$ cat config.mk
export PLATFORM = sky130hd
export DESIGN_NAME = dpc_cell
export DESIGN_NICKNAME = d
export VERILOG_FILES = /design/src/rtl/dpc_pkg.sv /design/src/rtl/dpc_cell.sv
export SDC_FILE = /design/constraint.sdc
export NUM_CORES = 1
export LEC_CHECK = 0
export BUFFER_PORTS_ARGS = -buffer_cell sky130_fd_sc_hd__buf_2
export CAP_MARGIN = 20
export CORE_AREA = 4 4 94 96
export CTS_CLUSTER_DIAMETER = 200
export DETAILED_ROUTE_END_ITERATION = 8
export DIE_AREA = 0 0 98 100
export GPL_TIMING_DRIVEN = 1
export HOLD_SLACK_MARGIN = 0.05
export PLACE_DENSITY = 0.79
export SYNTH_ARGS = -nofsm -noshare
export SYNTH_HDL_FRONTEND = slang
export SYNTH_SLANG_ARGS = --single-unit
$ cat constraint.sdc
create_clock -name clk -period 7.32 [get_ports clk]
set_input_delay 2.196 -clock clk [delete_from_list [all_inputs] [get_ports clk]]
set_output_delay 2.196 -clock clk [all_outputs]
set_load 0.1 [all_outputs]
$ cat src/rtl/dpc_pkg.sv
// Shared constants, types and register codes of the DBSCAN point clustering unit.
package dpc_pkg;

  localparam int MAX_POINTS = 64;
  localparam int COORD_BITS = 16;

  localparam int IDX_W = $clog2(MAX_POINTS);
  localparam int CNT_W = $clog2(MAX_POINTS + 1);
  localparam int LBL_W = CNT_W;

  localparam int SQ_W  = 2 * COORD_BITS + 2;
  localparam int CMP_W = (SQ_W > 32) ? SQ_W : 32;

  localparam int IN_W   = ((3 * COORD_BITS + 7) / 8) * 8;
  localparam int OIDX_W = 6;
  localparam int OLBL_W = 7;
  localparam int OUT_W  = ((OIDX_W + OLBL_W + 7) / 8) * 8;

  localparam int ADDR_W = 4;
  localparam int EPS_W  = 16;
  localparam int MINP_W = 7;

  localparam logic [ADDR_W-3:0] REG_EPS  = 2'd0;
  localparam logic [ADDR_W-3:0] REG_MINP = 2'd1;
  localparam logic [ADDR_W-3:0] REG_MODE = 2'd2;

  localparam logic [LBL_W-1:0] NOISE = '1;

  typedef struct packed {
    logic signed [COORD_BITS-1:0] x;
    logic signed [COORD_BITS-1:0] y;
    logic signed [COORD_BITS-1:0] z;
    logic [LBL_W-1:0]             label;
    logic                         visited;
    logic                         pending;
  } cell_t;

  typedef struct packed {
    logic             ld_en;
    logic [IDX_W-1:0] ld_idx;
    logic             shift_en;
    logic             upd_en;
  } ring_ctl_t;

endpackage

$ cat src/rtl/dpc_cell.sv
// One cell of the point ring: a stored point with its label and flags.
module dpc_cell (
  input  logic                    clk,
  input  logic [dpc_pkg::IDX_W-1:0] my_idx,
  input  dpc_pkg::ring_ctl_t      ctl,
  input  dpc_pkg::cell_t          ld,
  input  dpc_pkg::cell_t          nb,
  input  dpc_pkg::cell_t          upd,
  output dpc_pkg::cell_t          q
);
  import dpc_pkg::*;

  // A load addresses one cell; a shift takes the neighbour's contents; an update takes upd.
  always_ff @(posedge clk) begin
    if (ctl.ld_en && (ctl.ld_idx == my_idx)) begin
      q <= ld;
    end else if (ctl.shift_en) begin
      q <= nb;
    end else if (ctl.upd_en) begin
      q <= upd;
    end
  end

endmodule

# Yosys cells after proc, flatten, opt, wreduce, memory -nomap -nowiden
# Cells that the tools add are included.
# classes
mux	3
eq_ne	1
reduce_logical	2
# ops
op	count
2-to-1 mux 57 bit	3
equality test 6 bit	1
nonzero test 3 bit	1
logical AND 1 bit	1
# totals
inputBits	187
elab_cells	12
out_inout_bits	57
regBits	57

# Logic depth before layout (Yosys ltp)
# logic_depth
depth_word	3
ltp_mapped	6
mapped_depth_nobuf	4

# Worst setup path before layout
# No wires, ideal clock.
# synth_path
kind	input to register
from	input my_idx[0] (netlist bit)
to	register q[0] (netlist bit), enable pin
required_time_ns	6.903
slack_ns	2.578
n_path_buf	2
t_arrival_ns	4.325
setup_ns	0.417
cell_stages	5
cell_sequence	xor2_1 nor4_4 buf_4 buf_6 or3_1
# synth_via
elab_chain_len	3
# synth_rtl
element	line	text
start, declared	dpc_cell.sv:4	input logic [dpc_pkg::IDX_W-1:0] my_idx,
equality test 6 bit	dpc_cell.sv:15	if (ctl.ld_en && (ctl.ld_idx == my_idx)) begin
logical AND 1 bit	dpc_cell.sv:15	
nonzero test 3 bit (no line)	n/a	
end signal, assigned	dpc_cell.sv:16	q <= ld;
end signal, assigned	dpc_cell.sv:18	q <= nb;
end signal, assigned	dpc_cell.sv:20	q <= upd;
end, declared	dpc_cell.sv:9	output dpc_pkg::cell_t q
# No other way between the ends.
# A chain may end at the register's enable or synchronous reset.

# Worst setup path after layout
# layout_path
from	input my_idx[4] (netlist bit)
to	register q[31] (netlist bit), data pin
# layout_via
elab_chain_len	3
# layout_rtl
element	line
equality test 6 bit	dpc_cell.sv:15
logical AND 1 bit	dpc_cell.sv:15
2-to-1 mux 57 bit	dpc_cell.sv:15
# No other way between the ends.

==> results.toml <==
[routing]
vias = 2571
viasPerCell = 4.717
drtIter0Drc = 65
dr.pass1.iters = 4
drc = 0
wl_per_cell_um = 15.92
postRouteAntennaNets = 0
wl_um = 8679

[yosys]
yosysTopAreaCellShare_pct = 54.33
synth_area_leader_cell = "edfxtp_1"
ys_seq_area_share_pct = 54.33
yosys.cell_types.count = 13
synth_area_leaders = "edfxtp_1, mux2_2, mux2_1"
ys_ff_latch = 57
synth_warnings = 0
synth_area_um2 = 3151
syn_inst = 192
synth_fp_nets = 379
syn_avg_cell_area_um2 = 16.41

[power]
cell_internal_pwr_uw = 654.2
p_leak_uw = 0.002100
worst_ir_drop_vdd_v = 0.0001194
power.density_nw_per_um2 = 240.7
seq_power_share_pct = 37.0
netSwitchingFraction_pct = 41.23
netSwitchingPower_uw = 458.9
clockPowerShare_pct = 24.1
power_frac_comb_pct = 38.9

[die]
rows = 33
core-area_um2 = 8051
die_area_um2 = 9800
io_pins = 244
die_h_um = 100
die_w_um = 98
start_util_pct = 39.13

[cells_and_area]
layout_commonest_cell = "buf_2"
antenna_cells = 0
largest_reg_flops = 57
largest_register = "q"
reg_top3 = "q (57)"
final_cell_mix = "buf_2, mux2_2, edfxtp_1, mux2_1, clkbuf_8"
final_net_count = 624
post-route-util_pct = 57.45
area_growth_pct = 46.82
drive_above_1_share_pct = 80.91

[timing]
final_max_slew_viol_count = 0
tightest_slew_ns = 0.7295
period_needed_ns = 3.873
fin_ws_ns = 3.447
fmax_mhz = 258.2
tns_ns = 0
rsz0062_at_grt = "no"
setup_viol = 0
hold_viol = 0
fin_crit_sh_pct = 52.91
slew_headroom_pct = 51.37

[cts]
cts_buffers = 9
postCtsHoldBufs = 0
cts_setup_buffers = 0
cts-resized-gates = 0
cts_buffer_depth = 2
htree_levels = 3
cts_sinks = 57
cts_root_buffer = "clkbuf_8"
clk_pin_slew_ns = 0.06
cts_tree = "built"

[setup_path]
cp_data_arrival_time_ns = 3.95
cp-start-kind = "input pin"
crit_path_end_kind = "register"
path_class = "in -> reg"
cp_data_required_time_ns = 7.39
crit_start = "my_idx[4]"
crit_fanout = 57
crit_end = "q[31]"

[global_routing]
grt.overflow.total = 0
grt_pass1_vias = 2785
antenna_found_initial = 1
grt_first_pass_wirelength_um = 13410
grtUsageTotal_pct = 17.63
grt_max_degree = 59

[flow_run]
cap_violations = 0

[placement]
gp_congestion = 0.8817
dpl.hpwl_um = 6816
post-place-ws_ns = 3.071
io_buffers = 243

[status]
outcome = "complete, no violations"

[min_path]
min_path_type = "in -> reg"
==> cells in the mapped netlist <==
cell type and count:
nor4_4 1, buf_2 4, xor2_1 3, mux2_1 19
edfxtp_1 57, clkbuf_1 4, or3_1 1, buf_4 1
buf_1 1, mux2_2 95, xnor2_1 3, buf_6 2
nand4_1 1
==> per-layer routing <==
metal	vias to the layer above	GRT usage, %	routed length, um
met5	-	0	7
met4	2	6.070	133
met3	9	8.270	1042
met2	151	32.46	4667
met1	1173	17.38	2828
li1	1236	-	-
==> area by class of cell <==
cell class                 instances  area [um2]
multi-input combinational        123        1371
tap                              105       131.4
sequential                        57        1712
timing repair buffer             246        1239
clock buffer                       9       123.9
fill                             699        3426
clock inverter                     5       48.80
==> worst min path at each step <==
stage	start	to	slack [ns]	cells past startpoint
6_report	ld[51]	q[51]	2.15	2
2_1_floorplan	ld[37]	q[37]	2.40	1
4_1_cts	ld[46]	q[46]	2.13	2
5_1_grt	ld[55]	q[55]	2.14	2
3_3_place_gp	ld[53]	q[53]	2.48	2
3_5_place_dp	ld[46]	q[46]	2.49	2
==> power groups by stage <==
stage | clock, uW | sequential, uW | combinational (uW)
5_1_grt | 298 | 416 | 449
4_1_cts | 279 | 413 | 437
3_3_place_gp | 0 | 418 | 432
6_report | 268 | 412 | 433
3_5_place_dp | 0 | 419 | 436
2_1_floorplan | 0 | 698 | 61.3
==> cells by family (layout without fill, tap and decap cells) <==
logic type	Yosys count	after routing	synth area share [%]
buffers and inverters	12	260	2.184
xor gates and xnor gates	6	6	1.668
and+or+nand+nor	3	3	1.073
DFF	57	57	54.33
muxes	114	114	40.75
==> stage by stage <==
step | hold WS, ns | area, um2 | power [uW] | std cells
global placement | 2.481 | 4453 | 849.9 | 531
detailed placement | 2.488 | 4453 | 855.1 | 531
global route | 2.137 | 4626 | 1163 | 545
CTS | 2.135 | 4626 | 1128 | 545
floorplan | 2.400 | 3151 | 759.2 | 192
finish | 2.153 | 4626 | 1113 | 545
==> worst max-delay path, cell delays in order <==
cell	delay (ns)
buf_2	0.10
xnor2_1	0.22
nand4_1	0.18
nor4_4	0.17
buf_4	0.62
mux2_2	0.42
(Power assumes the default switching activity.)
