## config.mk

```make
export PLATFORM = sky130hd
export DESIGN_NAME = dpc_dist
export DESIGN_NICKNAME = d
export VERILOG_FILES = /design/src/rtl/dpc_pkg.sv /design/src/rtl/dpc_dist.sv
export SDC_FILE = /design/constraint.sdc
export NUM_CORES = 2
export LEC_CHECK = 0
export ABC_AREA = 1
export BUFFER_PORTS_ARGS = -buffer_cell sky130_fd_sc_hd__buf_2
export CORE_MARGIN = 1.5
export CORE_UTILIZATION = 61
export CTS_CLUSTER_DIAMETER = 150
export DETAILED_ROUTE_END_ITERATION = 8
export PLACE_DENSITY_LB_ADDON = 0.2
export SLEW_MARGIN = 10
export SYNTH_ARGS = -nofsm -noshare
export SYNTH_HDL_FRONTEND = slang
export SYNTH_SLANG_ARGS = --single-unit
```

## constraint.sdc

```tcl
create_clock -name clk -period 25.3 [get_ports clk]
set_input_delay 5.06 -clock clk [delete_from_list [all_inputs] [get_ports clk]]
set_output_delay 5.06 -clock clk [all_outputs]
set_load 0.01 [all_outputs]
```

## src/rtl/dpc_pkg.sv

```systemverilog
// Shared constants, types and register codes of the DBSCAN point clustering unit.
package dpc_pkg;

  localparam int MAX_POINTS = 64;
  localparam int COORD_BITS = 16;

  localparam int IDX_W = $clog2(MAX_POINTS);
  localparam int CNT_W = $clog2(MAX_POINTS + 1);
  localparam int LBL_W = CNT_W;

  localparam int SQ_W  = 2 * COORD_BITS + 2;
  localparam int CMP_W = (SQ_W > 32) ? SQ_W : 32;

  localparam int IN_W   = ((3 * COORD_BITS + 7) / 8) * 8;
  localparam int OIDX_W = 6;
  localparam int OLBL_W = 7;
  localparam int OUT_W  = ((OIDX_W + OLBL_W + 7) / 8) * 8;

  localparam int ADDR_W = 4;
  localparam int EPS_W  = 16;
  localparam int MINP_W = 7;

  localparam logic [ADDR_W-3:0] REG_EPS  = 2'd0;
  localparam logic [ADDR_W-3:0] REG_MINP = 2'd1;
  localparam logic [ADDR_W-3:0] REG_MODE = 2'd2;

  localparam logic [LBL_W-1:0] NOISE = '1;

  typedef struct packed {
    logic signed [COORD_BITS-1:0] x;
    logic signed [COORD_BITS-1:0] y;
    logic signed [COORD_BITS-1:0] z;
    logic [LBL_W-1:0]             label;
    logic                         visited;
    logic                         pending;
  } cell_t;

  typedef struct packed {
    logic             ld_en;
    logic [IDX_W-1:0] ld_idx;
    logic             shift_en;
    logic             upd_en;
  } ring_ctl_t;

endpackage

```

## src/rtl/dpc_dist.sv

```systemverilog
// Two-stage squared distance test between the ring head and the query point.
module dpc_dist (
  input  logic                             clk,
  input  dpc_pkg::cell_t                   a,
  input  logic signed [dpc_pkg::COORD_BITS-1:0] qx,
  input  logic signed [dpc_pkg::COORD_BITS-1:0] qy,
  input  logic signed [dpc_pkg::COORD_BITS-1:0] qz,
  input  logic [31:0]                      eps_sq,
  output logic                             in_range
);
  import dpc_pkg::*;

  logic signed [COORD_BITS:0] dx, dy, dz;
  logic [COORD_BITS:0]        mx, my, mz;
  logic [SQ_W-1:0]            sx, sy, sz;
  logic [SQ_W-1:0]            sum;

  always_comb begin
    dx = (COORD_BITS+1)'(a.x) - (COORD_BITS+1)'(qx);
    dy = (COORD_BITS+1)'(a.y) - (COORD_BITS+1)'(qy);
    dz = (COORD_BITS+1)'(a.z) - (COORD_BITS+1)'(qz);
    mx = dx[COORD_BITS] ? (COORD_BITS+1)'(-dx) : (COORD_BITS+1)'(dx);
    my = dy[COORD_BITS] ? (COORD_BITS+1)'(-dy) : (COORD_BITS+1)'(dy);
    mz = dz[COORD_BITS] ? (COORD_BITS+1)'(-dz) : (COORD_BITS+1)'(dz);
  end

  always_ff @(posedge clk) begin
    sx <= SQ_W'(mx) * SQ_W'(mx);
    sy <= SQ_W'(my) * SQ_W'(my);
    sz <= SQ_W'(mz) * SQ_W'(mz);
  end

  // The sum cannot overflow: three squares of at most 2^(2*COORD_BITS).
  assign sum      = sx + sy + sz;
  assign in_range = CMP_W'(sum) <= CMP_W'(eps_sq);

endmodule

```

; Yosys cells after proc, flatten, opt, wreduce, memory -nomap -nowiden
; Cells that the tools add are included.
[classes]
n_div = 0
shifts = 0
n_reduce_logical = 0
order_cmp = 1
n_eq_ne = 0
mux = 3
n_addsub = 8
n_bitwise = 0
mul = 3
[ops]
columns = operator, count
row1 = 17-bit by 17-bit multiplier with 34-bit output, 3
row2 = 34-bit adder, 2
row3 = 17-bit 2-to-1 mux, 3
row4 = 17-bit negator, 3
row5 = 16-bit by 16-bit subtractor with 17-bit output, 3
row6 = 34-bit by 32-bit less-or-equal comparator with 1-bit output, 1
[totals]
wordCells = 18
regBits = 102
latch_bits = 0
out_inout_bits = 1
rom_bits = 0
n_memories = 0
ramBits = 0
input_bits = 138

; Depth between registers and ports, before layout
[depth]
ltp_word = 4
ltp_mapped = 44

; Least setup slack after synthesis
; Ideal clock, no wire load.
[synth_timing]
path_type = input-to-reg
startpoint = in a[41] (netlist bit)
endpoint = reg sx[26]
setup_ps = 72
slack_ps = 13246
stages = 34
t_arrival_ps = 11982
path_cell_list = inv_1 ha_1 fa_1 ha_1 inv_1 nor2_2 nand3_1 nor2_1 nand3_1 nor2_1 nand3_1 nand2_1 nand2_1 nand2_1 buf_6 nor2_1 fa_1 inv_1 fa_1 fa_1 inv_1 fa_1 fa_1 inv_1 fa_1 inv_1 ha_1 nand2_1 nor4_1 a21oi_1 o21ai_0 a21oi_1 o21bai_1 xor2_1
[synth_via]
elab_chain_cells = 4
[synth_lines]
columns = item, line_no
row1 = start: declaration, dpc_dist.sv:4  ; input dpc_pkg::cell_t a,
row2 = 16-bit by 16-bit subtractor with 17-bit output *, dpc_dist.sv:19  ; dx = (COORD_BITS+1)'(a.x) - (COORD_BITS+1)'(qx);
row3 = 17-bit negator, dpc_dist.sv:22  ; mx = dx[COORD_BITS] ? (COORD_BITS+1)'(-dx) : (COORD_BITS+1)'(dx);
row4 = 17-bit 2-to-1 mux *, dpc_dist.sv:22
row5 = 17-bit by 17-bit multiplier with 34-bit output *, dpc_dist.sv:28  ; sx <= SQ_W'(mx) * SQ_W'(mx);
row6 = end signal: assignment, dpc_dist.sv:28
row7 = end: declaration, dpc_dist.sv:15  ; logic [SQ_W-1:0] sx, sy, sz;
; Every way passes the cells marked *; elsewhere a longest branch is shown, timed or not.

; Final worst setup path
; Same ends and word-level chain as after synthesis.

==> results.cfg <==
[setup_path]
slowest_stage = ha_1
crit_top_cell = inv_1
arrival_ps = 13960
end_kind = flip-flop
cp.required_ps = 25590
slowest_delay_ps = 880
startpoint_type = primary input
critPathKind = primary input to flip-flop
cp_max_fo = 19

[sta]
slew_viol_final = 0
max_slew.worst_pin.slew_ps = 1070
finalHoldViolCount = 0
final.period_utilization_pct = 54.0
max_slew_margin_pct = 28.7
period_needed_ps = 13670
max_clock_freq_mhz = 73.1
rsz0062_at_grt = no
finalSetupTns_ps = 0
setup_viol = 0

[global_routing]
antenna_found_initial = 0
grt-ovfl-total = 0
grt_max_degree = 24
grt_usage_pct = 28.7
grt_pass1_wl_um = 131000
grt_pass1_vias = 27743

[route]
drtPass1Iterations = 5
wl_met3_um = 5170
vias = 27212
drcViolationCount = 0
routed-wl-met2_um = 37200
wl_per_cell_um = 14.8
wl_um = 77700
vias_per_cell = 5.19
wl_met1_um = 33600
highest-signal-layer = met4
drt_iter0_drc = 1835
ant_nets = 0

[synth]
synth.avg_cell_area_sq_um = 7.81
synth_seq_area_share_pct = 5.84
synthFlopType = dfxtp_1
synth_cell_types = 52
synth_area_leaders = fa_1 (36%), ha_1 (16%), inv_1 (13%)
synth_edf_count = 0
synth_cells = 4349
async_flop_share_pct = 0
netlist_area_sq_um = 34000
synth-seq-cells = 99
yosys_warnings = 0
yosysTopAreaCell = fa_1
yosysTopAreaCellShare_pct = 35.9

[run]
cap_violations = 0

[floorplan]
start_util_pct = 61.6
ios = 139
core_area_sq_um = 55100
dieArea_sq_um = 57100
die_height_um = 239
rows = 86
die_w_um = 239

[place]
dp_hpwl_um = 68600
gp_congestion = 0.956
numPortBuffers = 129

[run_status]
status = complete, no violations

[final_layout]
nets = 5664
seqCellArea_sq_um = 1980
fill_cells = 4951
n_antenna_cell = 0
area_delta_synth_final_pct = 5.28
multi_input_area_sq_um = 27400
drive_above_1_share_pct = 6.07

[clock_tree]
cts_inserted_buffers = 9
clock_path_buffers = 2
root_buffer = clkbuf_16
htreeDepth = 3
cts_tree = done
ctsHoldBuffers = 0
cts_setup_buffers = 0
cts.sinks = 99
cts-resized-gates = 0
clk_pin_slew_ps = 70

[min_path]
hp-class = primary input to flip-flop
[layer usage]
metal,track usage [%],vias up
met4,6.14,0
li1,-,13277
met1,38.6,13065
met5,0,-
met3,3.93,112
met2,49.4,758
[state kept, by name, indices dropped and copies added, names as in the netlist]
register / count
sy: 33
sz: 33
sx: 33
[critical path: cells and delay by family]
family,cells,cell delay (ps)
compound gates,4,1020
xor+xnor,1,160
fa+ha+maj,9,4600
buf+inv,9,830
simple gates,11,2280
[path summary, 6_finish.rpt]
check,startpoint,endpoint,slack (ps),depth (start not counted)
setup / recovery,a[41],sx[26]$_DFF_P_,11630,34
hold / removal,qy[0],sy[0]$_DFF_P_,5520,4
[kinds of logic (layout without fill, tap and decap cells)]
| logic type | after synthesis | in the layout | synth area share, % |
|---|---|---|---|
| simple gates | 1437 | 1437 | 17.7 |
| buf+inv | 1232 | 1341 | 14.0 |
| fa+ha+maj | 1036 | 1036 | 51.6 |
| compound gates | 383 | 383 | 6.40 |
| xor+xnor | 160 | 160 | 4.35 |
| flops | 99 | 99 | 5.84 |
| other cells | 2 | 39 | 0.0221 |
[stage by stage]
stage | setup slack [ps] | instance area (sq um) | utilization, % | std cells | hold WS [ps]
2_1_floorplan | 13250 | 34100 | - | 4386 | 5410
3_3_place_gp | 11590 | 35400 | 64.3 | 5227 | 5880
3_5_place_dp | 11460 | 35400 | 64.3 | 5227 | 5860
4_1_cts | 11800 | 35800 | 64.9 | 5243 | 5500
5_1_grt | 11150 | 35800 | 64.9 | 5243 | 5540
6_report | 11630 | 35800 | 64.9 | 5243 | 5520
[layout by cell type (no fill, tap or decap), types with 20 or more instances in the layout]
cell type | Yosys | layout
inv_1 | 1150 | 1150
nand2_1 | 760 | 760
fa_1 | 609 | 609
ha_1 | 427 | 427
nor2_1 | 382 | 382
a21oi_1 | 185 | 185
nand3_1 | 155 | 155
buf_2 | 15 | 129
xor2_1 | 102 | 102
dfxtp_1 | 99 | 99
o21ai_0 | 91 | 91
xnor2_1 | 51 | 51
conb_1 | 2 | 39
inv_2 | 34 | 34
nand4_1 | 29 | 29
nor3_1 | 27 | 27
nand2_2 | 25 | 25
a21o_1 | 20 | 20
[Yosys cell counts (11+ instances only)]
library cell,instances
xor2_1,102
inv_1,1150
nor2_2,14
o21bai_1,12
buf_4,13
dfxtp_1,99
nand4_1,29
inv_2,34
nand3_1,155
a21boi_0,11
o21ai_0,91
nand2_2,25
nor2_1,382
buf_2,15
o21ai_1,15
nor3_1,27
ha_1,427
xnor2_1,51
fa_1,609
a21oi_1,185
a21o_1,20
nand2_1,760
[final cells by class]
class	instances	share of cell area, %
sequential	99	5.54
clock buffer	9	0.630
tap	748	2.62
clock inverter	7	0.234
inverter	1185	12.4
timing repair buffer	140	2.04
multi-input combinational	3055	76.5
Power is not shown: default switching activity piles up to over one toggle a cycle in this logic, so the estimate is an artifact.
